**config.mk**
```make
export PLATFORM = sky130hd
export DESIGN_NAME = spectral_energy_onset_detector_core
export DESIGN_NICKNAME = d
export VERILOG_FILES = /design/src/rtl/core/sed_pkg.sv /design/src/rtl/core/sed_front.sv /design/src/rtl/core/sed_fifo.sv /design/src/rtl/core/sed_back.sv /design/src/rtl/core/spectral_energy_onset_detector_core.sv
export SDC_FILE = /design/constraint.sdc
export NUM_CORES = 2
export LEC_CHECK = 0
export BUFFER_PORTS_ARGS = -buffer_cell sky130_fd_sc_hd__buf_2
export CORE_MARGIN = 3
export CORE_UTILIZATION = 30
export CTS_BUF_LIST = sky130_fd_sc_hd__clkbuf_8
export CTS_CLUSTER_SIZE = 25
export DETAILED_ROUTE_END_ITERATION = 8
export PLACE_DENSITY_LB_ADDON = 0.15
export SLEW_MARGIN = 0
export SYNTH_ARGS = -nofsm -noshare
export SYNTH_HDL_FRONTEND = slang
export SYNTH_SLANG_ARGS = --single-unit
```
**constraint.sdc**
```tcl
create_clock -name clk_i -period 16.2 [get_ports clk_i]
set_input_delay 0.81 -clock clk_i [delete_from_list [all_inputs] [get_ports clk_i]]
set_output_delay 0.81 -clock clk_i [all_outputs]
set_load 0.02 [all_outputs]
```
**src/rtl/core/sed_pkg.sv**
```systemverilog
// Shared types and constants of the spectral energy onset detector.
// No dependencies.
`default_nettype none
package sed_pkg;

  localparam int unsigned MAX_BINS    = 128;
  localparam int unsigned QUEUE_DEPTH = 4;
  localparam int unsigned FILL_W      = $clog2(QUEUE_DEPTH + 1);
  localparam int unsigned DIV_STEPS   = 42;
  localparam int unsigned SQRT_STEPS  = 21;

  typedef enum logic [2:0] {
    CFG_BIN_LIMIT = 3'd0,
    CFG_CLIP      = 3'd1,
    CFG_PERIOD    = 3'd2,
    CFG_WIN_MAX   = 3'd3,
    CFG_WIN_KEEP  = 3'd4,
    CFG_RATIO     = 3'd5
  } cfg_idx_e;

  typedef struct packed {
    logic [7:0]  bin_limit;
    logic [14:0] clip;
    logic [15:0] period;
    logic [15:0] win_max;
    logic [15:0] win_keep;
    logic [15:0] ratio;
  } cfg_t;

  // one finished frame, handed from front to back
  typedef struct packed {
    logic [39:0] sq_sum;
    logic [39:0] low_sum;
    logic        low_valid;
    logic [8:0]  n_bins;
    logic [14:0] peak;
    logic [7:0]  peak_bin;
    logic [31:0] time_ms;
  } frame_rec_t;

  typedef enum logic [2:0] {
    ST_IDLE,
    ST_DIV,
    ST_SQRT,
    ST_WIN_TRIM,
    ST_WIN_ADD,
    ST_AVG_DIV,
    ST_MUL,
    ST_EMIT
  } back_state_e;

endpackage
`default_nettype wire

```
**src/rtl/core/sed_front.sv**
```systemverilog
// Front end: takes bins, clips, tracks peak and sums of squares per frame.
// Depends on sed_pkg.
`default_nettype none
module sed_front (
  input  wire logic              clk_i,
  input  wire logic              rst_ni,
  input  wire sed_pkg::cfg_t     cfg_i,
  input  wire logic              accept_i,
  input  wire logic [15:0]       magnitude_i,
  input  wire logic              frame_end_i,
  input  wire logic [31:0]       time_ms_i,
  output sed_pkg::frame_rec_t    rec_o,
  output logic                   push_o
);
  import sed_pkg::*;

  logic [7:0]  idx_q, idx_d;
  logic [39:0] sum_q, sum_d, low_q, low_d;
  logic [14:0] peak_q, peak_d;
  logic [7:0]  pbin_q, pbin_d;

  logic [16:0] abs_v;
  logic        clipped;
  logic [15:0] a;
  logic [31:0] sq;
  logic        last;
  logic [39:0] sum_n, low_n;
  logic [14:0] peak_n;
  logic [7:0]  pbin_n;

  always_comb begin
    abs_v   = magnitude_i[15] ? (17'd0 - {magnitude_i[15], magnitude_i})
                              : {1'b0, magnitude_i};
    clipped = abs_v > {2'b00, cfg_i.clip};
    a       = clipped ? 16'd0 : abs_v[15:0];
    sq      = a * a;
    sum_n   = sum_q + {8'd0, sq};
    low_n   = (idx_q <= cfg_i.bin_limit) ? low_q + {8'd0, sq} : low_q;
    peak_n  = peak_q;
    pbin_n  = pbin_q;
    if (!magnitude_i[15] && !clipped && (a[14:0] > peak_q)) begin
      peak_n = a[14:0];
      pbin_n = idx_q;
    end
    last    = frame_end_i || (idx_q == 8'(MAX_BINS - 1));

    rec_o.sq_sum    = sum_n;
    rec_o.low_sum   = low_n;
    rec_o.low_valid = idx_q > cfg_i.bin_limit;
    rec_o.n_bins    = {1'b0, idx_q} + 9'd1;
    rec_o.peak      = peak_n;
    rec_o.peak_bin  = pbin_n;
    rec_o.time_ms   = time_ms_i;
    push_o          = accept_i && last;

    idx_d  = idx_q;
    sum_d  = sum_q;
    low_d  = low_q;
    peak_d = peak_q;
    pbin_d = pbin_q;
    if (accept_i) begin
      if (last) begin
        idx_d  = '0;
        sum_d  = '0;
        low_d  = '0;
        peak_d = '0;
        pbin_d = '0;
      end else begin
        idx_d  = idx_q + 8'd1;
        sum_d  = sum_n;
        low_d  = low_n;
        peak_d = peak_n;
        pbin_d = pbin_n;
      end
    end
  end

  always_ff @(posedge clk_i or negedge rst_ni) begin
    if (!rst_ni) begin
      idx_q  <= '0;
      sum_q  <= '0;
      low_q  <= '0;
      peak_q <= '0;
      pbin_q <= '0;
    end else begin
      idx_q  <= idx_d;
      sum_q  <= sum_d;
      low_q  <= low_d;
      peak_q <= peak_d;
      pbin_q <= pbin_d;
    end
  end

endmodule
`default_nettype wire

```
**src/rtl/core/sed_fifo.sv**
```systemverilog
// Two-entry queue of finished frames between front and back.
// Depends on sed_pkg.
`default_nettype none
module sed_fifo (
  input  wire logic                clk_i,
  input  wire logic                rst_ni,
  input  wire logic                push_i,
  input  wire sed_pkg::frame_rec_t wdata_i,
  output logic                     full_o,
  output logic                     valid_o,
  input  wire logic                pop_i,
  output sed_pkg::frame_rec_t      rdata_o
);
  import sed_pkg::*;

  frame_rec_t  mem_q [2];
  logic        wp_q, wp_d, rp_q, rp_d;
  logic [1:0]  cnt_q, cnt_d;

  always_comb begin
    full_o  = cnt_q == 2'd2;
    valid_o = cnt_q != 2'd0;
    rdata_o = mem_q[rp_q];
    wp_d    = push_i ? ~wp_q : wp_q;
    rp_d    = pop_i ? ~rp_q : rp_q;
    cnt_d   = cnt_q + {1'b0, push_i} - {1'b0, pop_i};
  end

  always_ff @(posedge clk_i) begin
    if (push_i) begin
      mem_q[wp_q] <= wdata_i;
    end
  end

  always_ff @(posedge clk_i or negedge rst_ni) begin
    if (!rst_ni) begin
      wp_q  <= 1'b0;
      rp_q  <= 1'b0;
      cnt_q <= '0;
    end else begin
      wp_q  <= wp_d;
      rp_q  <= rp_d;
      cnt_q <= cnt_d;
    end
  end

endmodule
`default_nettype wire

```
**src/rtl/core/sed_back.sv**
```systemverilog
// Back end: per-frame RMS (shared divider and square root), window update,
// average and onset decision, output register. Depends on sed_pkg.
`default_nettype none
module sed_back (
  input  wire logic                clk_i,
  input  wire logic                rst_ni,
  input  wire sed_pkg::cfg_t       cfg_i,
  input  wire logic                job_valid_i,
  input  wire sed_pkg::frame_rec_t job_i,
  output logic                     job_pop_o,
  output logic                     out_valid_o,
  input  wire logic                out_ready_i,
  output logic [71:0]              out_data_o
);
  import sed_pkg::*;

  back_state_e state_q, state_d;
  frame_rec_t  job_q;
  logic        phase_q;
  logic [5:0]  cnt_q;

  // shared restoring divider
  logic [41:0] dq_q;
  logic [15:0] drem_q, ddiv_q;
  logic [16:0] drem_sh;
  logic [15:0] drem_n;
  logic [41:0] dq_n;
  // shared digit-by-digit square root
  logic [41:0] sx_q;
  logic [21:0] srem_q;
  logic [20:0] sroot_q;
  logic [23:0] srem_sh, strial;
  logic [21:0] srem_n;
  logic [20:0] sroot_n;
  logic [15:0] sroot_sat;

  logic [15:0] level_q, inst_q, avg_q;
  logic [31:0] prod_q;
  logic        out_valid_q;
  logic [71:0] out_q;

  // window state
  logic                 started_q;
  logic [31:0]          wstart_q, lchunk_q;
  logic [31:0]          chunk_e_q, win_e_q;
  logic [15:0]          chunk_c_q, win_c_q;
  logic [31:0]          qe_q [QUEUE_DEPTH];
  logic [15:0]          qc_q [QUEUE_DEPTH];
  logic [FILL_W-1:0]    fill_q;

  logic [31:0]          now, start_e, last_e;
  logic                 push, push_ok, trim, do_sub;
  logic [FILL_W-1:0]    fill_a, fill_n;
  logic [31:0]          qe_n [QUEUE_DEPTH];
  logic [15:0]          qc_n [QUEUE_DEPTH];
  logic [31:0]          win_e_sub, win_e_add, chunk_e_add;
  logic [15:0]          win_c_sub, win_c_add, chunk_c_add;
  logic [32:0]          we_sum, ce_sum;

  logic        div_last, sqrt_last, can_emit;

  // datapath steps
  always_comb begin
    drem_sh = {drem_q, dq_q[41]};
    if (drem_sh >= {1'b0, ddiv_q}) begin
      drem_n = 16'(drem_sh - {1'b0, ddiv_q});
      dq_n   = {dq_q[40:0], 1'b1};
    end else begin
      drem_n = drem_sh[15:0];
      dq_n   = {dq_q[40:0], 1'b0};
    end
    srem_sh = {srem_q, sx_q[41:40]};
    strial  = {1'b0, sroot_q, 2'b01};
    if (srem_sh >= strial) begin
      srem_n  = 22'(srem_sh - strial);
      sroot_n = {sroot_q[19:0], 1'b1};
    end else begin
      srem_n  = srem_sh[21:0];
      sroot_n = {sroot_q[19:0], 1'b0};
    end
    sroot_sat = (sroot_n[20:16] != 5'd0) ? 16'hFFFF : sroot_n[15:0];
    div_last  = cnt_q == 6'(DIV_STEPS - 1);
    sqrt_last = cnt_q == 6'(SQRT_STEPS - 1);
    can_emit  = !out_valid_q || out_ready_i;
  end

  // window: chunk push then trim
  always_comb begin
    now     = job_q.time_ms;
    start_e = started_q ? wstart_q : now;
    last_e  = started_q ? lchunk_q : now;
    push    = (now - last_e) >= {16'd0, cfg_i.period};
    push_ok = push && (fill_q < FILL_W'(QUEUE_DEPTH));
    fill_a  = push_ok ? fill_q + FILL_W'(1) : fill_q;
    trim    = (now - start_e) >= {16'd0, cfg_i.win_max};
    do_sub  = trim && (fill_a != '0);
    for (int i = 0; i < QUEUE_DEPTH; i++) begin
      qe_n[i] = qe_q[i];
      qc_n[i] = qc_q[i];
      if (push_ok && (fill_q == FILL_W'(i))) begin
        qe_n[i] = chunk_e_q;
        qc_n[i] = chunk_c_q;
      end
    end
    win_e_sub = (win_e_q > qe_n[0]) ? win_e_q - qe_n[0] : 32'd0;
    win_c_sub = (win_c_q > qc_n[0]) ? win_c_q - qc_n[0] : 16'd0;
    if (do_sub) begin
      for (int i = 0; i < QUEUE_DEPTH - 1; i++) begin
        qe_n[i] = qe_n[i + 1];
        qc_n[i] = qc_n[i + 1];
      end
    end
    fill_n = do_sub ? fill_a - FILL_W'(1) : fill_a;

    we_sum      = {1'b0, win_e_q} + {17'd0, inst_q};
    ce_sum      = {1'b0, chunk_e_q} + {17'd0, inst_q};
    win_e_add   = we_sum[32] ? 32'hFFFF_FFFF : we_sum[31:0];
    chunk_e_add = ce_sum[32] ? 32'hFFFF_FFFF : ce_sum[31:0];
    win_c_add   = (win_c_q == 16'hFFFF) ? win_c_q : win_c_q + 16'd1;
    chunk_c_add = (chunk_c_q == 16'hFFFF) ? chunk_c_q : chunk_c_q + 16'd1;
  end

  // next state
  always_comb begin
    state_d = state_q;
    case (state_q)
      ST_IDLE:     if (job_valid_i) state_d = ST_DIV;
      ST_DIV:      if (div_last) state_d = ST_SQRT;
      ST_SQRT: begin
        if (sqrt_last) begin
          state_d = (!phase_q && job_q.low_valid) ? ST_DIV : ST_WIN_TRIM;
        end
      end
      ST_WIN_TRIM: state_d = ST_WIN_ADD;
      ST_WIN_ADD:  state_d = (win_c_add == 16'd0) ? ST_MUL : ST_AVG_DIV;
      ST_AVG_DIV:  if (div_last) state_d = ST_MUL;
      ST_MUL:      state_d = ST_EMIT;
      ST_EMIT:     if (can_emit) state_d = ST_IDLE;
      default:     state_d = ST_IDLE;
    endcase
  end

  // outputs
  always_comb begin
    job_pop_o   = (state_q == ST_IDLE) && job_valid_i;
    out_valid_o = out_valid_q;
    out_data_o  = out_q;
  end

  always_ff @(posedge clk_i or negedge rst_ni) begin
    if (!rst_ni) begin
      state_q     <= ST_IDLE;
      out_valid_q <= 1'b0;
      started_q   <= 1'b0;
      wstart_q    <= '0;
      lchunk_q    <= '0;
      chunk_e_q   <= '0;
      chunk_c_q   <= '0;
      win_e_q     <= '0;
      win_c_q     <= '0;
      fill_q      <= '0;
    end else begin
      state_q <= state_d;
      if (state_q == ST_EMIT && can_emit) begin
        out_valid_q <= 1'b1;
      end else if (out_ready_i) begin
        out_valid_q <= 1'b0;
      end
      if (state_q == ST_WIN_TRIM) begin
        started_q <= 1'b1;
        wstart_q  <= trim ? now - {16'd0, cfg_i.win_keep} : start_e;
        lchunk_q  <= push ? now : last_e;
        if (push) begin
          chunk_e_q <= '0;
          chunk_c_q <= '0;
        end
        if (do_sub) begin
          win_e_q <= win_e_sub;
          win_c_q <= win_c_sub;
        end
        fill_q <= fill_n;
      end
      if (state_q == ST_WIN_ADD) begin
        chunk_e_q <= chunk_e_add;
        chunk_c_q <= chunk_c_add;
        win_e_q   <= win_e_add;
        win_c_q   <= win_c_add;
      end
    end
  end

  // payload and working registers
  always_ff @(posedge clk_i) begin
    case (state_q)
      ST_IDLE: begin
        job_q   <= job_i;
        phase_q <= 1'b0;
        dq_q    <= {job_i.sq_sum, 2'b00};
        drem_q  <= '0;
        ddiv_q  <= {7'd0, job_i.n_bins};
        cnt_q   <= '0;
      end
      ST_DIV: begin
        dq_q   <= dq_n;
        drem_q <= drem_n;
        if (div_last) begin
          sx_q    <= dq_n;
          srem_q  <= '0;
          sroot_q <= '0;
          cnt_q   <= '0;
        end else begin
          cnt_q <= cnt_q + 6'd1;
        end
      end
      ST_SQRT: begin
        sx_q    <= {sx_q[39:0], 2'b00};
        srem_q  <= srem_n;
        sroot_q <= sroot_n;
        if (sqrt_last && !phase_q) begin
          cnt_q <= '0;
        end else begin
          cnt_q <= cnt_q + 6'd1;
        end
        if (sqrt_last) begin
          if (phase_q) begin
            inst_q <= sroot_sat;
          end else begin
            level_q <= sroot_sat;
            inst_q  <= '0;
            phase_q <= 1'b1;
            dq_q    <= {job_q.low_sum, 2'b00};
            drem_q  <= '0;
            ddiv_q  <= {8'd0, cfg_i.bin_limit} + 16'd1;
          end
        end
      end
      ST_WIN_TRIM: begin
        for (int i = 0; i < QUEUE_DEPTH; i++) begin
          qe_q[i] <= qe_n[i];
          qc_q[i] <= qc_n[i];
        end
      end
      ST_WIN_ADD: begin
        dq_q   <= {10'd0, win_e_add};
        drem_q <= '0;
        ddiv_q <= win_c_add;
        cnt_q  <= '0;
        avg_q  <= '0;
      end
      ST_AVG_DIV: begin
        dq_q   <= dq_n;
        drem_q <= drem_n;
        cnt_q  <= cnt_q + 6'd1;
        if (div_last) begin
          avg_q <= (dq_n[41:16] != '0) ? 16'hFFFF : dq_n[15:0];
        end
      end
      ST_MUL: begin
        prod_q <= cfg_i.ratio * inst_q;
      end
      ST_EMIT: begin
        if (can_emit) begin
          out_q <= {(prod_q > {avg_q, 16'd0}), avg_q, inst_q,
                    job_q.peak_bin, job_q.peak, level_q};
        end
      end
      default: ;
    endcase
  end

endmodule
`default_nettype wire

```
**src/rtl/core/spectral_energy_onset_detector_core.sv**
```systemverilog
// Top level of the spectral energy onset detector: config registers,
// front end, frame queue and back end. Depends on sed_pkg and submodules.
//
//  channel   | direction | handshake            | payload
//  ----------+-----------+----------------------+--------------------------------
//  s_axis    | in        | tvalid/tready        | tdata magnitude,time_ms; tlast
//  m_axis    | out       | tvalid/tready        | tdata one result item per frame
//  cfg       | in        | cfg_we_i, no wait    | cfg_idx_i, cfg_data_i
//
// Bins are taken one per cycle; s_axis_tready drops only when both frame
// queue entries are occupied. The back end works through each frame in steps
// (two 42-step divisions and two 21-step roots for the RMS values, one of
// each when the low band is never closed, a 42-step division for the
// window average, plus control states), so frames that arrive faster than
// that stall the input once the queue fills. Reset is asynchronous, active
// low, and clears control and window state at once, but not the chunk entries.
// A result waits in the output register without blocking the back end's
// next frame until it reaches the emit step.
`default_nettype none
module spectral_energy_onset_detector_core (
  input  wire logic        clk_i,
  input  wire logic        rst_ni,
  input  wire logic        s_axis_tvalid,
  output logic             s_axis_tready,
  input  wire logic [47:0] s_axis_tdata,   // [15:0] magnitude, [47:16] time_ms
  input  wire logic        s_axis_tlast,   // frame_end
  output logic             m_axis_tvalid,
  input  wire logic        m_axis_tready,
  // [15:0] sound_level, [30:16] peak_value, [38:31] peak_bin,
  // [54:39] instant_energy, [70:55] average_energy, [71] onset
  output logic [71:0]      m_axis_tdata,
  input  wire logic        cfg_we_i,
  input  wire logic [2:0]  cfg_idx_i,
  input  wire logic [15:0] cfg_data_i
);
  import sed_pkg::*;

  cfg_t       cfg_q;
  frame_rec_t rec_w, job_w;
  logic       accept, push, full, job_valid, job_pop;

  always_ff @(posedge clk_i or negedge rst_ni) begin
    if (!rst_ni) begin
      cfg_q.bin_limit <= 8'd6;
      cfg_q.clip      <= 15'd20480;
      cfg_q.period    <= 16'd500;
      cfg_q.win_max   <= 16'd1250;
      cfg_q.win_keep  <= 16'd750;
      cfg_q.ratio     <= 16'd42598;   // about 0.65 in Q0.16
    end else if (cfg_we_i) begin
      case (cfg_idx_i)
        CFG_BIN_LIMIT: cfg_q.bin_limit <= cfg_data_i[7:0];
        CFG_CLIP:      cfg_q.clip      <= cfg_data_i[14:0];
        CFG_PERIOD:    cfg_q.period    <= cfg_data_i;
        CFG_WIN_MAX:   cfg_q.win_max   <= cfg_data_i;
        CFG_WIN_KEEP:  cfg_q.win_keep  <= cfg_data_i;
        CFG_RATIO:     cfg_q.ratio     <= cfg_data_i;
        default: ;     // indexes past the list are ignored
      endcase
    end
  end

  assign s_axis_tready = !full;
  assign accept        = s_axis_tvalid && !full;

  sed_front u_front (
    .clk_i       (clk_i),
    .rst_ni      (rst_ni),
    .cfg_i       (cfg_q),
    .accept_i    (accept),
    .magnitude_i (s_axis_tdata[15:0]),
    .frame_end_i (s_axis_tlast),
    .time_ms_i   (s_axis_tdata[47:16]),
    .rec_o       (rec_w),
    .push_o      (push)
  );

  sed_fifo u_fifo (
    .clk_i   (clk_i),
    .rst_ni  (rst_ni),
    .push_i  (push),
    .wdata_i (rec_w),
    .full_o  (full),
    .valid_o (job_valid),
    .pop_i   (job_pop),
    .rdata_o (job_w)
  );

  sed_back u_back (
    .clk_i       (clk_i),
    .rst_ni      (rst_ni),
    .cfg_i       (cfg_q),
    .job_valid_i (job_valid),
    .job_i       (job_w),
    .job_pop_o   (job_pop),
    .out_valid_o (m_axis_tvalid),
    .out_ready_i (m_axis_tready),
    .out_data_o  (m_axis_tdata)
  );

endmodule
`default_nettype wire

```
==> impl_metrics.env <==
export IMPL_core_um2=274300
export IMPL_drt_first_pass_iters=5
export IMPL_met2_usage_pct=28.53
export IMPL_grt_pass1_vias=61880
export IMPL_grt_overflow=0
export IMPL_area_sequential_um2=36210
export IMPL_dp_cells=11560
export IMPL_slowest_stage="xnor2_1"
export IMPL_path_class="in2reg"
export IMPL_skew_ns=0.08173
export IMPL_hold_buffers=33
export IMPL_pre_cts_slack_ns=1.575
export IMPL_ff2ff_path_depth=45
export IMPL_final_core_util_pct=33.95
export IMPL_syn_to_final_growth_pct=12.27
export IMPL_htree_levels=4
export IMPL_fmax_mhz=72.75
export IMPL_final_antenna_net_count=0
export IMPL_clockBufferDepth=4
export IMPL_synth_area_leader_cell="edfxtp_1"
export IMPL_ys_flop_type="edfxtp_1"
export IMPL_crit_buf_inv=8
export IMPL_finalSetupTns_ns=0
export IMPL_ctsRootBufferMaster="clkbuf_8"
export IMPL_crit_arrival_ns=14.65
export IMPL_synth_edff_count=896
export IMPL_grtUsageTotal_pct=17.37
export IMPL_multiInputGateArea_um2=43110
export IMPL_grt_antenna_before_repair=19
export IMPL_r2r_end="u_front.sum_q[39]"
export IMPL_synth_top_area_share_pct=32.43
export IMPL_grt_pass1_wl_um=384200
export IMPL_use_met1_pct=24.36
export IMPL_clkTransAtPathRegs_ns=0.06
export IMPL_drc=0
export IMPL_whs_endpoint="cfg_q[17]"
export IMPL_tightest_slew_ns=1.296
export IMPL_std_cell_rows=192
export IMPL_fin_crit_sh_pct=84.85
export IMPL_yosysWarnings=0
export IMPL_cp_max_fo=13
export IMPL_worst_path_most_repeated_cell="fa_1"
export IMPL_status="complete, no violations"
export IMPL_synthArstFlopShare_pct=29.23
export IMPL_worstHoldStart="cfg_data_i[1]"
export IMPL_yosys_top_cells_area="edfxtp_1 32%, dfrtp_1 10%, fa_1 8.8%, ha_1 8.6%, nand2_1 3.5%"
export IMPL_die_area_um2=282900
export IMPL_cts_resized=0
export IMPL_fin_ws_ns=2.455
export IMPL_routabilityCongestion=0.8821
export IMPL_numCtsBuffers=239
export IMPL_io_pins=147
export IMPL_fin_crit_ns=13.74
export IMPL_vias=60380
export IMPL_endpoint_kind="flip-flop"
export IMPL_numPortBuffers=146
export IMPL_synth_cells=7938
export IMPL_maxSlewHeadroom_pct=12.90
export IMPL_syn_area_per_cell_um2=10.45
export IMPL_crit_family="adder cells"
export IMPL_synth_seq_area_share_pct=43.63
export IMPL_finalSetupViolations=0
export IMPL_cpPeakStageDelay_ns=0.80
export IMPL_cp_required_ns=17.10
export IMPL_grt_use_met3_pct=2.159
export IMPL_rsz0062_at_grt="no"
export IMPL_fin_nets=9152
export IMPL_reg2reg_from="cfg_q[65]"
export IMPL_cts_setup_buffers=0
export IMPL_start_util_pct=30.24
export IMPL_ys_ff_latch=1266
export IMPL_drtIter0Drc=4194
export IMPL_grt_busiest_layer="met2"
export IMPL_n_fill_cell=27920
export IMPL_die_w_um=531.9
export IMPL_wirelength_um=250900
export IMPL_clk_latency_ns=0.99
export IMPL_grt_max_degree=129
export IMPL_hold_viol_final=0
export IMPL_final_cells=12040
export IMPL_via_per_inst=5.016
export IMPL_cts_tree="done"
export IMPL_cap_viol_max_count=0
export IMPL_die_h_um=531.9
export IMPL_regToRegSetupSlack_ns=4.80
export IMPL_worst_setup_path_start_kind="primary input"
export IMPL_clock_sinks=1266
export IMPL_hp_class="in2reg"
export IMPL_slew_violations=0
export IMPL_netlist_cell_type_count=90
export IMPL_synth_area_um2=82970
export IMPL_place_detailed_hpwl_um=178300
export IMPL_avgRoutedWirePerCell_um=20.84
export IMPL_hold_depth=3
export IMPL_layout_drive_gt1_share_pct=11.28
-- cells by family (layout without fill, tap and decap cells) --
kind of cell	count (synthesis)	count (layout)	synth area share [%]
compound gates	1628	1628	12.74
xor+xnor	337	337	3.557
fa+ha+maj	930	930	17.31
buf+inv	1047	1434	4.817
flops	1266	1266	43.63
mux	383	383	5.013
other cells	2	28	0.009052
simple gates	2345	2345	12.92
-- worst max path at each step --
stage / from / endpoint / cells after the start
after global routing: s_axis_tdata[0] / u_fifo.mem_q[1][141] / 48
after global placement: s_axis_tdata[0] / u_fifo.mem_q[0][104] / 49
final: s_axis_tdata[0] / u_front.sum_q[39] / 48
after detailed placement: s_axis_tdata[0] / u_front.sum_q[39] / 48
after CTS: s_axis_tdata[0] / u_front.sum_q[39] / 48
after floorplan: s_axis_tdata[0] / u_fifo.mem_q[0][104] / 45
-- flip-flops by register name, summed over array words and instances (netlist names), 21 cells and up --
signal	flops
u_front.low_q	40
u_back.qc_q	64
cfg_q	87
u_back.sroot_q	21
u_back.dq_q	42
u_back.srem_q	22
u_back.sx_q	42
u_back.out_data_o	72
u_back.lchunk_q	32
u_back.job_q	64
u_back.win_e_q	32
u_back.qe_q	128
u_front.sum_q	40
u_back.prod_q	32
u_fifo.mem_q	290
u_back.chunk_e_q	32
u_back.wstart_q	32
u_back.now	32
-- cell usage after synthesis, types with 45 or more instances --
cell / instances
fa_1: 363
o21ai_0: 311
o211ai_1: 45
ha_1: 567
mux2i_1: 123
xor2_1: 107
nand3_1: 146
dfrtp_1: 340
o21a_1: 74
edfxtp_1: 896
a211oi_1: 61
xnor2_1: 230
nor2b_1: 94
nand2_1: 781
nor2_1: 729
a21oi_1: 410
nand4_1: 65
a22o_1: 78
inv_1: 703
and2_1: 137
a21o_1: 132
mux2_2: 260
clkbuf_1: 261
a31oi_1: 74
and3_1: 69
nand2b_1: 54
o22ai_1: 150
nor3_1: 110
-- layer usage --
layer | wire length [um] | share of wire, % | up-vias
met5 | 34 | 0.014 | -
met4 | 5334 | 2.1 | 4
met3 | 9897 | 3.9 | 354
met2 | 116900 | 47 | 1335
met1 | 118700 | 47 | 30140
li1 | - | - | 28550
-- layout by cell type, fill, tap and decap left out, drive strengths merged, types with 40 or more instances in the layout --
master,netlist,layout
or3,44,44
inv,703,788
nor2,729,729
clkinv,11,82
clkbuf,262,264
o21a,74,74
nand3,146,146
a22o,78,78
o21ai,316,316
a31oi,74,74
and2,139,139
and3,69,69
xnor2,230,230
fa,363,363
o21bai,40,40
a21oi,410,410
dfrtp,340,340
mux2,260,260
xor2,107,107
nand2,781,781
nor2b,94,94
nand4,66,66
ha,567,567
o211ai,45,45
a21o,132,132
buf,71,251
a211oi,61,61
nor3,110,110
o22ai,150,150
mux2i,123,123
edfxtp,896,896
nand2b,54,54
-- layout make-up --
class	instances	share of cell area, %
antenna	7	0.01881
clock buffer	264	3.901
clock inverter	172	1.069
inverter	714	2.885
multi-input combinational	5644	46.28
sequential	1266	38.87
tap	3686	4.951
timing repair buffer	284	2.023
-- worst register-to-register path, delay by kind of cell (launching register included) --
kind	cells	cell delay, ns
AOI/OAI and AO/OA	19	3.69
xor gates and xnor gates	1	0.38
adders and majority gates	9	3.96
buffers and inverters	6	0.55
DFF	1	0.36
and+or+nand+nor	10	2.46
-- stage by stage --
stage,hold slack [ns],instance area [um^2]
global route,0.1582,93140
floorplan,0.4003,83040
CTS,0.09943,93130
detailed placement,0.4045,88170
finish,0.2114,93150
global placement,0.4075,88170
Power is not shown: default switching activity piles up to over one toggle a cycle in this logic, so the estimate is an artifact.
